## config.mk

```make
export PLATFORM = sky130hd
export DESIGN_NAME = fbt_datapath
export DESIGN_NICKNAME = d
export VERILOG_FILES = /design/src/hw/rtl/fbt_pkg.sv /design/src/hw/rtl/fbt_datapath.sv
export SDC_FILE = /design/constraint.sdc
export NUM_CORES = 2
export LEC_CHECK = 0
export BUFFER_PORTS_ARGS = -buffer_cell sky130_fd_sc_hd__clkbuf_2
export CORE_MARGIN = 10
export CORE_UTILIZATION = 54
export CTS_CLUSTER_SIZE = 30
export DETAILED_ROUTE_END_ITERATION = 12
export PLACE_DENSITY = 0.75
export SETUP_SLACK_MARGIN = 0.1
export SLEW_MARGIN = 0
export SYNTH_ARGS = -nofsm -noshare
export SYNTH_HDL_FRONTEND = slang
export SYNTH_SLANG_ARGS = --single-unit
export TNS_END_PERCENT = 20
```

## constraint.sdc

```tcl
create_clock -name clk -period 14.67 [get_ports clk]
set_clock_uncertainty 0.1 [all_clocks]
set_input_delay 1.467 -clock clk [delete_from_list [all_inputs] [get_ports clk]]
set_output_delay 1.467 -clock clk [all_outputs]
set_load 0.02 [all_outputs]
```

## src/hw/rtl/fbt_pkg.sv

```systemverilog
// Shared types and constants of the Fermat base test block.
// Used by fbt_ctrl, fbt_datapath and fermat_base_test; depends on nothing.
`timescale 1ns / 1ps
`default_nettype none

package fbt_pkg;

    localparam int NUMBER_WIDTH = 64;
    localparam int CNT_W        = $clog2(NUMBER_WIDTH);

    // candidates at or below this limit pass every base
    localparam logic [NUMBER_WIDTH-1:0] SMALL_LIMIT = NUMBER_WIDTH'(1009);

    typedef struct packed {
        logic [63:0] tested_number;
        logic [63:0] base;
        logic        last_base;
    } operand_t;

    typedef struct packed {
        logic base_passes;
        logic all_passed;
        logic verdict_final;
    } result_t;

    typedef enum logic [3:0] {
        ST_IDLE,
        ST_CHECK,
        ST_GCD_NORM,
        ST_GCD_STEP,
        ST_MUL_DBL,
        ST_MUL_ADD,
        ST_MUL_WB,
        ST_EXP_MUL,
        ST_EXP_SQR
    } state_t;

    // which modular product runs, and where its result goes
    typedef enum logic [1:0] {
        MT_RED,
        MT_ACC,
        MT_SQ
    } mul_tgt_t;

    typedef enum logic [1:0] {
        PASS_ONE,
        PASS_FAIL,
        PASS_ACC
    } pass_t;

    typedef struct packed {
        logic     load;
        logic     gcd_shift_u;
        logic     gcd_step;
        logic     mul_start;
        logic     mul_dbl;
        logic     mul_add;
        logic     mul_wb;
        mul_tgt_t mul_sel;
        logic     e_shift;
        logic     finish;
        pass_t    pass_sel;
    } cmd_t;

    typedef struct packed {
        logic cand_small;
        logic both_even;
        logic u_even;
        logic v_zero;
        logic gcd_one;
        logic mul_bit;
        logic mul_last;
        logic e_bit;
        logic e_rest_zero;
    } status_t;

endpackage

`default_nettype wire

```

## src/hw/rtl/fbt_datapath.sv

```systemverilog
// Datapath of the Fermat base test: operand registers, gcd registers, one
// shared modular adder for the shift-add products, running verdict. Uses fbt_pkg.
`timescale 1ns / 1ps
`default_nettype none

module fbt_datapath (
    input  wire logic               clk,
    input  wire logic               rst_n,
    input  wire fbt_pkg::operand_t  operand,
    input  wire fbt_pkg::cmd_t      cmd,
    output fbt_pkg::status_t        status,
    output fbt_pkg::result_t        result,
    output logic                    done
);

    localparam int NW = fbt_pkg::NUMBER_WIDTH;
    localparam int CW = fbt_pkg::CNT_W;

    // x + y mod m for x, y < m
    function automatic logic [NW-1:0] add_mod(input logic [NW-1:0] x,
                                              input logic [NW-1:0] y,
                                              input logic [NW-1:0] m);
        logic [NW:0] s;
        logic [NW:0] d;
        s = {1'b0, x} + {1'b0, y};
        d = s - {1'b0, m};
        return (s >= {1'b0, m}) ? d[NW-1:0] : s[NW-1:0];
    endfunction

    logic [NW-1:0] n_reg, n_next;
    logic [NW-1:0] base_reg, base_next;
    logic [NW-1:0] u_reg, u_next;
    logic [NW-1:0] v_reg, v_next;
    logic [NW-1:0] acc_reg, acc_next;
    logic [NW-1:0] sq_reg, sq_next;
    logic [NW-1:0] e_reg, e_next;
    logic [NW-1:0] mx_reg, mx_next;
    logic [NW-1:0] my_reg, my_next;
    logic [NW-1:0] p_reg, p_next;
    logic [CW-1:0] cnt_reg, cnt_next;
    logic          last_reg, last_next;
    logic          verdict_reg, verdict_next;
    logic          done_reg, done_next;
    fbt_pkg::result_t res_reg, res_next;

    logic [NW-1:0] n_in;
    logic [NW-1:0] base_in;
    logic [NW-1:0] addend;
    logic [NW-1:0] sum;
    logic          pass;
    logic          all;

    assign n_in    = operand.tested_number[NW-1:0];
    assign base_in = operand.base[NW-1:0];

    // doubling and accumulating share one modular adder
    assign addend = cmd.mul_add ? mx_reg : p_reg;
    assign sum    = add_mod(p_reg, addend, n_reg);

    always_comb
    begin
        n_next       = n_reg;
        base_next    = base_reg;
        u_next       = u_reg;
        v_next       = v_reg;
        acc_next     = acc_reg;
        sq_next      = sq_reg;
        e_next       = e_reg;
        mx_next      = mx_reg;
        my_next      = my_reg;
        p_next       = p_reg;
        cnt_next     = cnt_reg;
        last_next    = last_reg;
        verdict_next = verdict_reg;
        res_next     = res_reg;
        done_next    = 1'b0;
        pass         = 1'b1;
        all          = 1'b1;

        if (cmd.load)
        begin
            n_next    = n_in;
            base_next = base_in;
            u_next    = n_in;
            v_next    = base_in;
            e_next    = n_in - NW'(1);
            acc_next  = NW'(1);
            last_next = operand.last_base;
        end

        if (cmd.gcd_shift_u)
        begin
            u_next = u_reg >> 1;
        end

        if (cmd.gcd_step)
        begin
            if (!v_reg[0])
            begin
                v_next = v_reg >> 1;
            end
            else if (u_reg <= v_reg)
            begin
                v_next = v_reg - u_reg;
            end
            else
            begin
                u_next = v_reg;
                v_next = u_reg - v_reg;
            end
        end

        if (cmd.mul_start)
        begin
            p_next   = '0;
            cnt_next = '0;
            case (cmd.mul_sel)
                fbt_pkg::MT_RED:
                begin
                    mx_next = NW'(1);
                    my_next = base_reg;
                end
                fbt_pkg::MT_ACC:
                begin
                    mx_next = acc_reg;
                    my_next = sq_reg;
                end
                default:
                begin
                    mx_next = sq_reg;
                    my_next = sq_reg;
                end
            endcase
        end

        if (cmd.mul_dbl)
        begin
            p_next = sum;
            // advance now unless the multiplier bit still needs its add
            if (!my_reg[NW-1])
            begin
                my_next  = my_reg << 1;
                cnt_next = cnt_reg + CW'(1);
            end
        end

        if (cmd.mul_add)
        begin
            p_next   = sum;
            my_next  = my_reg << 1;
            cnt_next = cnt_reg + CW'(1);
        end

        if (cmd.mul_wb)
        begin
            case (cmd.mul_sel)
                fbt_pkg::MT_ACC: acc_next = p_reg;
                default:         sq_next  = p_reg;
            endcase
        end

        if (cmd.e_shift)
        begin
            e_next = e_reg >> 1;
        end

        if (cmd.finish)
        begin
            case (cmd.pass_sel)
                fbt_pkg::PASS_ONE:  pass = 1'b1;
                fbt_pkg::PASS_FAIL: pass = 1'b0;
                fbt_pkg::PASS_ACC:  pass = (acc_reg == NW'(1));
                default:            pass = 1'b0;
            endcase
            all                    = verdict_reg & pass;
            res_next.base_passes   = pass;
            res_next.all_passed    = all;
            res_next.verdict_final = last_reg;
            verdict_next           = last_reg ? 1'b1 : all;
            done_next              = 1'b1;
        end
    end

    always_ff @(posedge clk or negedge rst_n)
    begin
        if (!rst_n)
        begin
            verdict_reg <= 1'b1;
            done_reg    <= 1'b0;
            cnt_reg     <= '0;
        end
        else
        begin
            verdict_reg <= verdict_next;
            done_reg    <= done_next;
            cnt_reg     <= cnt_next;
        end
    end

    always_ff @(posedge clk)
    begin
        n_reg    <= n_next;
        base_reg <= base_next;
        u_reg    <= u_next;
        v_reg    <= v_next;
        acc_reg  <= acc_next;
        sq_reg   <= sq_next;
        e_reg    <= e_next;
        mx_reg   <= mx_next;
        my_reg   <= my_next;
        p_reg    <= p_next;
        last_reg <= last_next;
        res_reg  <= res_next;
    end

    assign status.cand_small  = (n_reg <= fbt_pkg::SMALL_LIMIT);
    assign status.both_even   = !n_reg[0] && !base_reg[0];
    assign status.u_even      = !u_reg[0];
    assign status.v_zero      = (v_reg == '0);
    assign status.gcd_one     = (u_reg == NW'(1));
    assign status.mul_bit     = my_reg[NW-1];
    assign status.mul_last    = (cnt_reg == CW'(NW - 1));
    assign status.e_bit       = e_reg[0];
    assign status.e_rest_zero = (e_reg[NW-1:1] == '0);

    assign result = res_reg;
    assign done   = done_reg;

endmodule

`default_nettype wire

```

## Yosys cells after proc, flatten, opt, wreduce, memory -nomap -nowiden

Index checks and enable logic that the tools add are counted.

- Add/subtract/negate cells: 6
- Multiply operators: 0
- Div/mod/pow operators: 0
- Magnitude comparators: 3
- Equal/unequal tests: 5
- Shifts and indexed selects: 0
- Muxes and demuxes: 33
- Bitwise logic cells: 2
- Reduce and logical (&&, ||, !) cells: 12

Operators with widths:

| cell | number |
|---|---|
| two-way mux 64 bit | 22 |
| subtractor 64 bit | 3 |
| equality test 64 x 1 -> 1 bit (second input constant) | 2 |
| case mux 64 bit (2 select lines) | 1 |
| two-way mux 63 bit | 2 |
| adder 64 x 64 -> 65 bit | 1 |
| greater-or-equal comparator 65 x 64 -> 1 bit | 1 |
| <= comparator 64 x 10 -> 1 bit (second input constant) | 1 |
| <= comparator 64 bit | 1 |
| logical NOT 64 bit | 1 |
| subtractor 64 x 1 -> 64 bit (second input constant) | 1 |
| logical NOT 63 bit | 1 |
| two-way mux 6 bit | 4 |
| adder 6 x 1 -> 6 bit (second input constant) | 1 |
| equality test 6 bit (second input constant) | 1 |
| logical NOT 2 bit | 2 |
| nonzero test 2 bit | 2 |
| logical NOT 1 bit | 3 |
| two-way mux 1 bit | 3 |
| nonzero test 3 bit | 1 |
| equality test 2 x 1 -> 1 bit (second input constant) | 1 |
| equality test 2 bit (second input constant) | 1 |
| case mux 1 bit (2 select lines) | 1 |
| AND reduction 2 bit | 1 |
| 3 further kinds | 3 |

- Flip-flop bits (word level): 652
- Bits in latches: 0
- RAM bits: 0
- Bits in read-only memories: 0
- Input bits: 144
- Output and inout bits: 13
- Logic and storage cells: 80
- Memories: 0

## Depth between registers and ports, before layout

- Depth after elaboration: 6
- Gate-level depth with buffers: 29
- Depth with buffers taken out: 24

## Worst setup path before layout

OpenSTA, ideal clock, no wires.

- Kind: input -> register
- From: input port cmd[7] (netlist name)
- To: register p_reg[44], data pin
- Setup time: 147 ps
- Arrival: 7496 ps
- Required time: 14423 ps
- Setup slack: 6927 ps
- Stages: 27
- Buffers on the path: 5
- Cells stage by stage: clkbuf_1 -> clkbuf_1 -> mux2_2 -> ha_1 -> clkbuf_1 -> nand2_1 -> nor4_1 -> o211ai_1 -> a21o_1 -> o31a_1 -> o41a_1 -> o31ai_2 -> a31oi_1 -> xnor2_1 -> ha_1 -> clkbuf_1 -> and3_1 -> a221o_1 -> a21oi_1 -> o31a_1 -> o21ai_0 -> a41oi_1 -> o41ai_2 -> a31oi_1 -> clkbuf_1 -> nand2_1 -> a21oi_1

- Cells in the longest elaborated chain, start to end: 6
- Elaborated cells between the ends (all ways): 7
- Classes of those cells: add/sub (2); order compare (1); mux (4)

RTL lines:

| what | RTL line | RTL |
|---|---|---|
| start, declared | fbt_datapath.sv:10 | `input wire fbt_pkg::cmd_t cmd,` |
| two-way mux 64 bit | fbt_datapath.sv:57 | `assign addend = cmd.mul_add ? mx_reg : p_reg;` |
| adder 64 x 64 -> 65 bit | fbt_datapath.sv:25 | `s = {1'b0, x} + {1'b0, y};` |
| subtractor 64 bit / greater-or-equal comparator 65 x 64 -> 1 bit (equally long branches) | fbt_datapath.sv:26, fbt_datapath.sv:27 |  |
| two-way mux 64 bit | fbt_datapath.sv:27 | `return (s >= {1'b0, m}) ? d[NW-1:0] : s[NW-1:0];` |
| two-way mux 64 bit | fbt_datapath.sv:136 | `if (cmd.mul_dbl)` |
| two-way mux 64 bit (*) | fbt_datapath.sv:147 | `if (cmd.mul_add)` |
| net p_next[44] | fbt_datapath.sv:39 | `logic [NW-1:0] p_reg, p_next;` |
| end signal, assigned | fbt_datapath.sv:211 | `p_reg <= p_next;` |
| end, declared | fbt_datapath.sv:39 |  |

The timed path passes the listed nets; every way through them passes the cells marked *.
A chain may end at the register's enable or synchronous reset.

## Worst setup path after layout

- From: input port cmd[7] (netlist name)
- To: register p_reg[17], data pin

Same word-level chain as after synthesis.

==> impl_results.md <==
- CP arrival: 8810 ps
- Worst setup path start: cmd[7]
- Via count: 41100
- Post-synth EDFFs: 451
- Synth Instances: 5131
- Root Driver: clkbuf_16
- Max H-tree Level: 3
- Dpl cell area: 46000 um^2
- Setup crit end kind: flip-flop
- CORE AREA: 82100 um^2
- Final Setup Violations: 0
- Setup tns final: 0 ps
- Initial core utilization: 0.544
- Commonest non-fill, non-tap cell in the layout: nand2_1
- Die H: 308 um
- Hold path start: my_reg[62]$_DFF_P_
- Main synth FF type: edfxtp_1
- TritonRoute pass-1 iters: 6
- Top-level I/O count: 157
- MaxCap Viol Count: 0
- Setup crit end: p_reg[17]$_DFFE_PP_
- Synth Warn #: 0
- Achievable frequency: 0.117 GHz
- Clk sink count: 652
- Critical path class: primary input to flip-flop
- Inserted Clock Buffers: 73
- CTS resizes: 0
- Final Max Slew Viols: 0
- Cell variety after synth: 103
- Clk slew on worst S/H paths: 60 ps
- CTS Hold Bufs: 0
- Clock buffer depth: 3
- Slew HR: 0.249
- Starting DRT DRC Count: 5304
- Ys async rst share: 0.0123
- Unrepaired setup endpoints after global routing: false
- CP max stage cell: buf_4
- Die ar.: 94700 um^2
- RR Endpoint: p_reg[17]$_DFFE_PP_
- Worst R2R Start: p_reg[8]$_DFFE_PP_
- Gr usage total: 0.349
- Worst slew pin tran: 1130 ps
- Period utilisation layout: 0.582
- Crit path max-delay family: compound AO/OA/AOI/OAI gates
- Worst skew pair latency: 660 ps
- Post-synthesis sequential element count: 652
- Syn_nets: 5536
- Post-DRT Antenna Nets: 0
- Dpl hpwl: 132000 um
- Die W: 308 um
- R2R setup slack: 7340 ps
- Total global routing overflow: 0
- CP required: 14940 ps
- Most frequent cells in the layout: 646 x nand2_1, 517 x o21ai_0, 451 x edfxtp_1, 420 x a21oi_1, 308 x nor2_1
- Final wirelength: 171000 um
- Initial antenna violation count: 25
- Number of global-route vias before repair: 37800
- Synth Area per Inst: 8.71 um^2
- Reg2Reg Depth: 24
- Synth area leader: edfxtp_1
- Via density: 6.59
- Final Hold Fails: 0
- Post-CTS setup buffers: 0
- Worst path buffer plus inverter count: 2
- Post-Syn Area: 44700 um^2
- Layout cells sized above 1: 0.0861
- Post-synth top area share: 0.303
- Fillcell total: 7258
- GPL Wtd Cong: 1.07
- Seq/Total Area, Yosys: 0.394
- Per-cell routed wire length: 27.5 um
- Critical Path Most Common Cell: nand2_1
- First-pass GRT wire length: 248000 um
- Crit-path max FO: 72
- # port buffers: 156
- Fin area: 48300 um^2
- NumNets Final: 5494
- Worst path depth: 26
- Status: complete, no violations
- Ranking of synthesized cells by area: edfxtp_1 30%, dfxtp_1 8.6%, ha_1 7.2%, o21ai_0 5.8%, nand2_1 5.4%
- Rows: 105
- Largest net degree at the start of global routing: 121
- CTS tree: built
- CP max stage delay: 730 ps
- Hold Path Class: flip-flop to flip-flop
- Area grow syn2layout: 8.08%
- Final min period: 8540 ps
- Residual DRC count: 0
- CP Launch Type: primary input
==> metal layers <==
| layer | track usage | vias to the layer above | wire length (um) | share of wire |
|---|---|---|---|---|
| met5 | 0 | - | 170 | 0.00099 |
| met4 | 0.219 | 24 | 11900 | 0.070 |
| met3 | 0.0838 | 477 | 18200 | 0.11 |
| met2 | 0.514 | 2320 | 72800 | 0.42 |
| met1 | 0.456 | 19600 | 68300 | 0.40 |
| li1 | - | 18700 | - | - |
==> worst register-to-register path, delay by kind of cell (launching register included) <==
kind | cells | cell delay [ps]
AOI/OAI and AO/OA | 14 | 3530
xor gates and xnor gates | 1 | 400
adders and majority gates | 2 | 800
buffers and inverters | 1 | 350
DFF | 1 | 520
muxes | 2 | 660
and+or+nand+nor | 4 | 700
==> area by class of cell <==
| cell class | count | area [um^2] | share of cell area |
|---|---|---|---|
| multi-input combinational | 3894 | 24900 | 0.516 |
| sequential | 652 | 17600 | 0.364 |
| clock buffer | 98 | 1970 | 0.0408 |
| tap | 1070 | 1340 | 0.0277 |
| timing repair buffer | 195 | 1100 | 0.0228 |
| inverter | 273 | 1020 | 0.0212 |
| clock inverter | 36 | 314 | 0.00650 |
| antenna | 19 | 47.5 | 0.000984 |
==> per-stage QoR <==
| step | worst slack [ps] | utilization | std cells | hold WS, ps |
|---|---|---|---|---|
| after floorplan | 6930 | - | 5131 | 320 |
| after global routing | 5740 | 0.588 | 6218 | 376 |
| final | 6130 | 0.588 | 6237 | 345 |
| after global placement | 5740 | 0.560 | 6084 | 329 |
| after detailed placement | 5640 | 0.560 | 6084 | 338 |
| after CTS | 6300 | 0.588 | 6218 | 347 |
==> cell families after synthesis <==
kind of cell,Yosys count,synth area share
AOI/OAI and AO/OA,1602,0.222
xor gates and xnor gates,223,0.0437
adders and majority gates,261,0.0737
buffers and inverters,585,0.0502
DFF,652,0.394
muxes,179,0.0422
and+or+nand+nor,1629,0.174
==> cell usage after synthesis (all sizes together) (83+ instances only) <==
| cell type | instances |
|---|---|
| nand2 | 650 |
| o21ai | 536 |
| edfxtp | 451 |
| a21oi | 420 |
| nor2 | 314 |
| inv | 272 |
| clkbuf | 265 |
| ha | 257 |
| dfxtp | 193 |
| a21o | 188 |
| nand3 | 145 |
| xnor2 | 140 |
| nor4 | 104 |
| mux2i | 102 |
| nand4 | 88 |
| xor2 | 83 |
==> worst min path at each step <==
stage                         endpoint  slack (ps)  cells past startpoint
detailed placement  my_reg[17]$_DFF_P_         340                      2
global route        my_reg[51]$_DFF_P_         380                      2
global placement    my_reg[14]$_DFF_P_         330                      2
finish              my_reg[63]$_DFF_P_         350                      2
CTS                 my_reg[63]$_DFF_P_         350                      2
floorplan           my_reg[10]$_DFF_P_         320                      2
Power is left out: the tool's default activity adds up to more than one toggle a clock period on the data nets, which glitch-free logic cannot reach.
